===== config.mk =====
export PLATFORM = sky130hd
export DESIGN_NAME = redundant_record_save_and_check_top_flat
export DESIGN_NICKNAME = d
export VERILOG_FILES = /design/src/rtl/rrsc_pkg.sv /design/src/rtl/rrsc_req_if.sv /design/src/rtl/rrsc_rsp_if.sv /design/src/rtl/rrsc_csr.sv /design/src/rtl/rrsc_in_stage.sv /design/src/rtl/rrsc_core.sv /design/src/rtl/redundant_record_save_and_check_top.sv /design/src/flat_wrapper.sv
export SDC_FILE = /design/constraint.sdc
export NUM_CORES = 1
export LEC_CHECK = 0
export ABC_CLOCK_PERIOD_IN_PS = 5200
export BUFFER_PORTS_ARGS = -buffer_cell sky130_fd_sc_hd__buf_2
export CORE_MARGIN = 4
export CORE_UTILIZATION = 54
export CTS_CLUSTER_SIZE = 16
export DETAILED_ROUTE_END_ITERATION = 10
export GPL_ROUTABILITY_DRIVEN = 0
export PLACE_DENSITY = 0.84
export SLEW_MARGIN = 20
export SYNTH_ARGS = -nofsm -noshare
export SYNTH_HDL_FRONTEND = slang
export SYNTH_SLANG_ARGS = --single-unit

===== constraint.sdc =====
create_clock -name clock -period 5.2 [get_ports clock]
set_input_delay 0.78 -clock clock [delete_from_list [all_inputs] [get_ports clock]]
set_output_delay 0.78 -clock clock [all_outputs]
set_load 0.01 [all_outputs]

===== src/rtl/rrsc_pkg.sv =====
// rrsc_pkg: shared types, codes and crc-32 helpers for the redundant record block
`timescale 1ns / 1ps

package rrsc_pkg;

   typedef enum logic [1:0] {
      ACT_TICK  = 2'd0,
      ACT_CHECK = 2'd1,
      ACT_CLEAR = 2'd2
   } action_type;

   typedef enum logic [1:0] {
      SRC_PRIMARY = 2'd0,
      SRC_BACKUP  = 2'd1,
      SRC_NONE    = 2'd2
   } load_src_type;

   typedef enum logic {
      CSR_SAVE_INTERVAL   = 1'b0,
      CSR_DELTA_THRESHOLD = 1'b1
   } csr_idx_type;

   localparam logic [31:0] SAVE_INTERVAL_RST   = 32'd60;
   localparam logic [31:0] DELTA_THRESHOLD_RST = 32'd100;
   localparam logic [31:0] COUNT_MAX           = 32'hFFFF_FFFF;
   localparam logic [31:0] CRC_POLY            = 32'hEDB8_8320;
   localparam logic [31:0] CRC_INIT            = 32'hFFFF_FFFF;

   typedef struct packed {
      logic [1:0]  action;
      logic [31:0] energy_sample;
      logic [31:0] primary_energy;
      logic [31:0] primary_check;
      logic [31:0] backup_energy;
      logic [31:0] backup_check;
   } req_word_type;

   typedef struct packed {
      logic        save_now;
      logic [31:0] record_energy;
      logic [31:0] record_crc;
      logic [31:0] write_total;
      logic [31:0] loaded_energy;
      logic [1:0]  load_source;
   } rsp_word_type;

   typedef struct packed {
      logic [31:0] save_interval;
      logic [31:0] delta_threshold;
   } cfg_type;

   typedef struct packed {
      logic         valid;
      req_word_type word;
   } stage_type;

   typedef logic [31:0][31:0] crc_cols_type;

   // bit-serial reflected crc, lsb first, used only for constants
   function automatic logic [31:0] crc_serial(input logic [31:0] w, input logic [31:0] init);
      logic [31:0] c;
      c = init;
      for (int i = 0; i < 32; i++) begin
         c = c ^ {31'd0, w[i]};
         c = c[0] ? ((c >> 1) ^ CRC_POLY) : (c >> 1);
      end
      return c;
   endfunction

   function automatic crc_cols_type crc_cols();
      crc_cols_type cols;
      for (int i = 0; i < 32; i++) begin
         cols[i] = crc_serial(32'd1 << i, 32'd0);
      end
      return cols;
   endfunction

   localparam crc_cols_type CRC_COL  = crc_cols();
   localparam logic [31:0]  CRC_ZERO = ~crc_serial(32'd0, CRC_INIT);

   // crc of one word as an xor tree over its bits
   function automatic logic [31:0] word_crc(input logic [31:0] w);
      logic [31:0] c;
      c = CRC_ZERO;
      for (int i = 0; i < 32; i++) begin
         if (w[i]) begin
            c = c ^ CRC_COL[i];
         end
      end
      return c;
   endfunction

endpackage


===== src/rtl/rrsc_req_if.sv =====
// rrsc_req_if: request channel carrying one input word
`timescale 1ns / 1ps

interface rrsc_req_if;
   logic                  valid;
   logic                  ready;
   rrsc_pkg::req_word_type word;

   modport source (output valid, output word, input ready);
   modport sink   (input valid, input word, output ready);
endinterface


===== src/rtl/rrsc_rsp_if.sv =====
// rrsc_rsp_if: response channel carrying one result word
`timescale 1ns / 1ps

interface rrsc_rsp_if;
   logic                  valid;
   logic                  ready;
   rrsc_pkg::rsp_word_type word;

   modport source (output valid, output word, input ready);
   modport sink   (input valid, input word, output ready);
endinterface


===== src/rtl/rrsc_csr.sv =====
// rrsc_csr: save interval and delta threshold registers
`timescale 1ns / 1ps

module rrsc_csr (
   input  logic                       clock,
   input  logic                       reset,
   input  logic                       csr_we,
   input  logic                       csr_index,
   input  logic [31:0]                csr_wdata,
   output rrsc_pkg::cfg_type          cfg
);

   rrsc_pkg::cfg_type cfg_ff;
   rrsc_pkg::cfg_type cfg_in;

   always_comb begin
      cfg_in = cfg_ff;
      if (csr_we) begin
         unique case (csr_index)
            rrsc_pkg::CSR_SAVE_INTERVAL:   cfg_in.save_interval   = csr_wdata;
            rrsc_pkg::CSR_DELTA_THRESHOLD: cfg_in.delta_threshold = csr_wdata;
         endcase
      end
   end

   always_ff @(posedge clock) begin
      if (reset) begin
         cfg_ff.save_interval   <= rrsc_pkg::SAVE_INTERVAL_RST;
         cfg_ff.delta_threshold <= rrsc_pkg::DELTA_THRESHOLD_RST;
      end else begin
         cfg_ff <= cfg_in;
      end
   end

   assign cfg = cfg_ff;

endmodule


===== src/rtl/rrsc_in_stage.sv =====
// rrsc_in_stage: input register for request words
`timescale 1ns / 1ps

module rrsc_in_stage (
   input  logic                       clock,
   input  logic                       reset,
   input  logic                       in_valid,
   output logic                       in_ready,
   input  rrsc_pkg::req_word_type     in_word,
   output rrsc_pkg::stage_type        stage,
   input  logic                       stage_ready
);

   logic                   valid_ff;
   logic                   valid_in;
   rrsc_pkg::req_word_type word_ff;

   assign in_ready = !valid_ff || stage_ready;
   assign valid_in = in_ready ? in_valid : valid_ff;

   always_ff @(posedge clock) begin
      if (reset) begin
         valid_ff <= 1'b0;
      end else begin
         valid_ff <= valid_in;
      end
   end

   always_ff @(posedge clock) begin
      if (in_valid && in_ready) begin
         word_ff <= in_word;
      end
   end

   assign stage.valid = valid_ff;
   assign stage.word  = word_ff;

endmodule


===== src/rtl/rrsc_core.sv =====
// rrsc_core: save policy, copy check, policy state and result register
`timescale 1ns / 1ps

module rrsc_core (
   input  logic                       clock,
   input  logic                       reset,
   input  rrsc_pkg::cfg_type          cfg,
   input  rrsc_pkg::stage_type        stage,
   output logic                       stage_ready,
   output logic                       rsp_valid,
   input  logic                       rsp_ready,
   output rrsc_pkg::rsp_word_type     rsp_word
);

   logic [31:0]            tick_ff, tick_in;
   logic [31:0]            last_ff, last_in;
   logic [31:0]            saves_ff, saves_in;
   logic                   rsp_valid_ff, rsp_valid_in;
   rrsc_pkg::rsp_word_type rsp_word_ff, rsp_word_in;

   logic                   take;
   logic [31:0]            tick_inc;
   logic [32:0]            diff;
   logic                   delta_hit;
   logic                   go;
   logic [31:0]            sample_crc;
   logic [31:0]            primary_crc;
   logic [31:0]            backup_crc;

   assign stage_ready = !rsp_valid_ff || rsp_ready;
   assign take        = stage.valid && stage_ready;

   assign tick_inc    = (tick_ff == rrsc_pkg::COUNT_MAX) ? tick_ff : tick_ff + 32'd1;
   assign diff        = {1'b0, stage.word.energy_sample} - {1'b0, last_ff};
   assign delta_hit   = !diff[32] && (diff[31:0] >= cfg.delta_threshold);
   assign go          = (tick_inc >= cfg.save_interval) || delta_hit;
   assign sample_crc  = rrsc_pkg::word_crc(stage.word.energy_sample);
   assign primary_crc = rrsc_pkg::word_crc(stage.word.primary_energy);
   assign backup_crc  = rrsc_pkg::word_crc(stage.word.backup_energy);

   always_comb begin
      tick_in     = tick_ff;
      last_in     = last_ff;
      saves_in    = saves_ff;
      rsp_word_in = '0;
      unique case (stage.word.action)
         rrsc_pkg::ACT_TICK: begin
            tick_in = tick_inc;
            if (go) begin
               tick_in                   = '0;
               last_in                   = stage.word.energy_sample;
               saves_in                  = (saves_ff == rrsc_pkg::COUNT_MAX) ?
                                           saves_ff : saves_ff + 32'd1;
               rsp_word_in.save_now      = 1'b1;
               rsp_word_in.record_energy = stage.word.energy_sample;
               rsp_word_in.record_crc    = sample_crc;
            end
         end
         rrsc_pkg::ACT_CHECK: begin
            priority if (primary_crc == stage.word.primary_check) begin
               rsp_word_in.loaded_energy = stage.word.primary_energy;
               rsp_word_in.load_source   = rrsc_pkg::SRC_PRIMARY;
            end else if (backup_crc == stage.word.backup_check) begin
               rsp_word_in.loaded_energy = stage.word.backup_energy;
               rsp_word_in.load_source   = rrsc_pkg::SRC_BACKUP;
            end else begin
               rsp_word_in.loaded_energy = '0;
               rsp_word_in.load_source   = rrsc_pkg::SRC_NONE;
            end
         end
         rrsc_pkg::ACT_CLEAR: begin
            tick_in = '0;
            last_in = '0;
         end
         default: begin
         end
      endcase
      rsp_word_in.write_total = saves_in;
   end

   assign rsp_valid_in = stage_ready ? stage.valid : rsp_valid_ff;

   always_ff @(posedge clock) begin
      if (reset) begin
         tick_ff      <= '0;
         last_ff      <= '0;
         saves_ff     <= '0;
         rsp_valid_ff <= 1'b0;
      end else begin
         rsp_valid_ff <= rsp_valid_in;
         if (take) begin
            tick_ff  <= tick_in;
            last_ff  <= last_in;
            saves_ff <= saves_in;
         end
      end
   end

   always_ff @(posedge clock) begin
      if (take) begin
         rsp_word_ff <= rsp_word_in;
      end
   end

   assign rsp_valid = rsp_valid_ff;
   assign rsp_word  = rsp_word_ff;

endmodule


===== src/rtl/redundant_record_save_and_check_top.sv =====
// redundant_record_save_and_check_top: top level of the redundant record block
`timescale 1ns / 1ps

// each request word gives exactly one response word, via the input register
// and then the result register; one word is taken every cycle while the
// response side keeps up. a tick decides whether to save the sample and gives
// the record with its crc-32, a check returns the first copy whose crc matches
// or none, a clear resets the tick count and last saved value. the rate is set
// by one register stage in front of and one behind the crc and compare logic;
// the user must write configuration only while no word is in flight (unchecked)

module redundant_record_save_and_check_top (
   input  logic        clock,
   input  logic        reset,
   rrsc_req_if.sink    req_chan,
   rrsc_rsp_if.source  rsp_chan,
   input  logic        csr_we,
   input  logic        csr_index,
   input  logic [31:0] csr_wdata
);

   rrsc_pkg::cfg_type   cfg;
   rrsc_pkg::stage_type stage;
   logic                stage_ready;

   rrsc_csr u_csr (
      .clock     (clock),
      .reset     (reset),
      .csr_we    (csr_we),
      .csr_index (csr_index),
      .csr_wdata (csr_wdata),
      .cfg       (cfg)
   );

   rrsc_in_stage u_in_stage (
      .clock       (clock),
      .reset       (reset),
      .in_valid    (req_chan.valid),
      .in_ready    (req_chan.ready),
      .in_word     (req_chan.word),
      .stage       (stage),
      .stage_ready (stage_ready)
   );

   rrsc_core u_core (
      .clock       (clock),
      .reset       (reset),
      .cfg         (cfg),
      .stage       (stage),
      .stage_ready (stage_ready),
      .rsp_valid   (rsp_chan.valid),
      .rsp_ready   (rsp_chan.ready),
      .rsp_word    (rsp_chan.word)
   );

endmodule


===== src/flat_wrapper.sv =====
// flat-port wrapper written by rule: the top's interface ports become plain ports
module redundant_record_save_and_check_top_flat 
  (clock, reset, csr_we, csr_index, csr_wdata, req_chan_valid, req_chan_word, req_chan_ready, rsp_chan_valid, rsp_chan_word, rsp_chan_ready);
  rrsc_req_if req_chan_i ();
  rrsc_rsp_if rsp_chan_i ();
  input  logic clock;
  input  logic reset;
  input  logic csr_we;
  input  logic csr_index;
  input  logic [31:0] csr_wdata;
  input wire logic [$bits(req_chan_i.valid)-1:0] req_chan_valid;
  input wire logic [$bits(req_chan_i.word)-1:0] req_chan_word;
  output wire logic [$bits(req_chan_i.ready)-1:0] req_chan_ready;
  output wire logic [$bits(rsp_chan_i.valid)-1:0] rsp_chan_valid;
  output wire logic [$bits(rsp_chan_i.word)-1:0] rsp_chan_word;
  input wire logic [$bits(rsp_chan_i.ready)-1:0] rsp_chan_ready;
  assign req_chan_i.valid = req_chan_valid;
  assign req_chan_i.word = req_chan_word;
  assign req_chan_ready = req_chan_i.ready;
  assign rsp_chan_valid = rsp_chan_i.valid;
  assign rsp_chan_word = rsp_chan_i.word;
  assign rsp_chan_i.ready = rsp_chan_ready;
  redundant_record_save_and_check_top u_core (.clock(clock), .reset(reset), .req_chan(req_chan_i), .rsp_chan(rsp_chan_i), .csr_we(csr_we), .csr_index(csr_index), .csr_wdata(csr_wdata));
endmodule

==> results.sh <==
export IMPL_slowest_delay_ps=450
export IMPL_holdBufCountCts=0
export IMPL_finalPower_mw=11.1
export IMPL_violations="negative setup slack"
export IMPL_initial_core_util=0.546
export IMPL_ys_seq_elements=455
export IMPL_grt_max_degree=94
export IMPL_cp_slowest_cell="or4_4"
export IMPL_syn_area_per_cell_um2=10.4
export IMPL_synth_seq_area_share=0.438
export IMPL_fillers=3437
export IMPL_clkLatencyLatePin_ps=610
export IMPL_cts_tree="done"
export IMPL_synthCells=2640
export IMPL_numClockSinks=455
export IMPL_first_pass_iters=6
export IMPL_design_area_mm2=0.0336
export IMPL_num_rows=82
export IMPL_numCtsBuffers=46
export IMPL_h_tree_depth=2
export IMPL_tns_ps=-36880
export IMPL_end_kind="flip-flop"
export IMPL_worst_slack_ps=-429
export IMPL_fp_coreArea_mm2=0.0503
export IMPL_path_common_cell="buf_4"
export IMPL_drv_cap=0
export IMPL_rsz0062_at_grt="yes"
export IMPL_post_route_min_period_ps=5630
export IMPL_fin_crit_sh=1.08
export IMPL_irDropWorstVdd_mv=0.343
export IMPL_path_clk_slew_ps=80
export IMPL_die_h_um=234
export IMPL_finalSetupViolations=193
export IMPL_async_flop_share=0
export IMPL_dieArea_mm2=0.0545
export IMPL_instances_no_fill=3701
export IMPL_status="complete, but fails checks"
export IMPL_cp_arrival_ps=6140
export IMPL_path_class="flip-flop to flip-flop"
export IMPL_chipWidth_um=234
export IMPL_clockBufferDepth=3
export IMPL_dpl_cell_area_mm2=0.0300
export IMPL_grt_pass1_wl_um=117000
export IMPL_io_pins=333
export IMPL_port_buffers=332
export IMPL_grtUsageTotal=0.273
export IMPL_slew_violations=0
export IMPL_ant_nets=0
export IMPL_tightest_slew_ps=1180
export IMPL_fmax_mhz=178
export IMPL_finalHoldViolations=0
export IMPL_worst_path_max_fanout=50
export IMPL_drive_gt1_frac=0.254
export IMPL_p_leak_nw=12.6
export IMPL_synthFlopType="edfxtp_1"
export IMPL_wl_um=82500
export IMPL_nNetsFinal=3284
export IMPL_vias=21900
export IMPL_syn_area_mm2=0.0275
export IMPL_synth_distinct_cells=79
export IMPL_syn_to_final_growth_pct=22.2
export IMPL_grt_pass1_vias=21300
export IMPL_overflow=0
export IMPL_cellPowerDensity_mw_per_mm2=331
export IMPL_root_buffer="clkbuf_16"
export IMPL_vias_per_cell=5.91
export IMPL_syn_num_nets=2939
export IMPL_synth_edf_count=293
export IMPL_ys_warn_count=0
export IMPL_hold_slack_ps=347
export IMPL_placed_cells=3557
export IMPL_drt_iter0_drc=2376
export IMPL_hold_path_class="input pin to flip-flop"
export IMPL_post_dp_hpwl_um=55300
export IMPL_wl_per_cell_um=22.3
export IMPL_relSlewSlack=0.212
export IMPL_cp_start_kind="flip-flop"
export IMPL_cp_required_ps=5710
export IMPL_clock_skew_ps=32.2
export IMPL_remaining_drc_errors=0
export IMPL_grt_antenna_before_repair=13
## synth_stat cells (all sizes together), types with 10 or more instances
library cell / number / area [um2]
nor2: 98 / 375
ha: 98 / 1230
xnor2: 551 / 4920
nand3: 60 / 305
xor2: 184 / 1630
nand4: 36 / 225
o211ai: 11 / 87.6
or3: 27 / 174
o21ai: 55 / 275
nand2b: 15 / 93.8
a21o: 38 / 285
and3: 22 / 138
a31oi: 14 / 87.6
or2: 11 / 68.8
xnor3: 25 / 566
edfxtp: 293 / 8800
nor3: 39 / 205
clkbuf: 99 / 374
a22o: 60 / 528
nor2b: 20 / 125
and2: 38 / 238
buf: 80 / 444
o21a: 11 / 82.6
nand2: 215 / 807
a21oi: 146 / 731
inv: 116 / 435
or4: 10 / 82.6
dfxtp: 162 / 3240
nor4: 25 / 156
## registers in the layout (all words and copies together), names as in the netlist
name                        flops
u_core.u_core.rsp_valid         1
u_core.u_core.rsp_word        131
u_core.u_in_stage.stage       162
u_core.u_core.tick_ff          32
u_core.u_csr.cfg               64
u_core.u_in_stage.valid_ff      1
u_core.u_core.last_ff          32
u_core.u_core.saves_ff         32
## stage by stage
step / utilization / setup WS (ps)
after floorplan: - / 3.24
after detailed placement: 0.596 / -388
final: 0.668 / -429
after CTS: 0.639 / -140
after global placement: 0.596 / -260
after global routing: 0.668 / -568
## routing by layer
layer | part of all wire | global-route usage | wire length, um
met4 | 0.066 | 0.141 | 5430
met2 | 0.49 | 0.477 | 40100
met5 | 0.00074 | 0 | 61
met3 | 0.092 | 0.0594 | 7560
met1 | 0.36 | 0.316 | 29400
## cell families (layout without fill, tap and decap cells)
group | Yosys count | after routing | share of synthesized area
adder cells (fa/ha/maj) | 99 | 99 | 0.0454
AO/OA/AOI/OAI | 387 | 387 | 0.0929
buffers and inverters | 295 | 677 | 0.0456
other | 0 | 7 | 0
AND/OR/NAND/NOR | 638 | 638 | 0.116
flip-flops | 455 | 455 | 0.438
XOR/XNOR | 761 | 761 | 0.260
multiplexers | 5 | 5 | 0.00200
## layout make-up
cell class	count	area [um2]	share of cell area
diodes	7	17.5	0.000522
clock buffers	54	1230	0.0367
well taps	672	841	0.0250
inverters	116	453	0.0135
clock inverters	31	419	0.0125
multi-input cells	1890	15200	0.454
flip-flops and latches	455	12000	0.359
repair buffers	476	3330	0.0991
## repair_timing
action | CTS | global route
pin swaps | 39 | 95
setup endpoints to repair | 190 | 193
resized for setup | 65 | 246
buffers inserted | 16 | 18
cloned | 4 | 18
## worst max-delay path: cells and delay by family (launching register included)
kind / cells / cell delay (ps)
xor gates and xnor gates: 1 / 110
buffers and inverters: 5 / 760
adders and majority gates: 3 / 760
AOI/OAI and AO/OA: 13 / 2300
DFF: 1 / 410
and+or+nand+nor: 6 / 1180
## where the power goes
group	total [mW]	internal [mW]	switching (mW)	leakage [nW]
Sequential	4.20	4.03	0.169	4.11
Clock	3.65	2.16	1.49	0.807
Combinational	3.27	1.53	1.74	7.66
Total	11.1	7.71	3.40	12.6
## cell usage in the layout (no fill, tap or decap), drive strengths merged, types with 7 or more instances in the layout
cell type / instances
dfxtp: 162
edfxtp: 293
ha: 98
xor2: 184
nand4: 36
nor4: 25
or2: 11
nor3: 39
xnor2: 551
a31oi: 14
buf: 464
xnor3: 25
a22o: 60
o21a: 11
o31ai: 8
clkbuf: 66
or3: 27
o211ai: 11
and3: 22
nand3: 60
a21oi: 146
o21ai: 55
diode: 7
inv: 118
nor2: 98
or4: 10
clkinv: 18
nand2: 215
nand2b: 15
nor2b: 20
bufinv: 9
and2: 38
a21o: 38
## final timing paths
kind | startpoint | to | cells past startpoint | slack (ps)
hold reg to reg | u_core.u_csr.cfg[11]$_SDFFE_PP0P_ | u_core.u_csr.cfg[11]$_SDFFE_PP0P_ | 2 | 460
setup / recovery | u_core.u_in_stage.stage[128]$_DFFE_PP_ | u_core.u_core.saves_ff[14]$_SDFFE_PP0P_ | 28 | -430
setup reg to reg | u_core.u_in_stage.stage[128]$_DFFE_PP_ | u_core.u_core.saves_ff[14]$_SDFFE_PP0P_ | 28 | -430
hold / removal | req_chan_word[80] | u_core.u_in_stage.stage[80]$_DFFE_PP_ | 1 | 350
(Power assumes the default switching activity.)
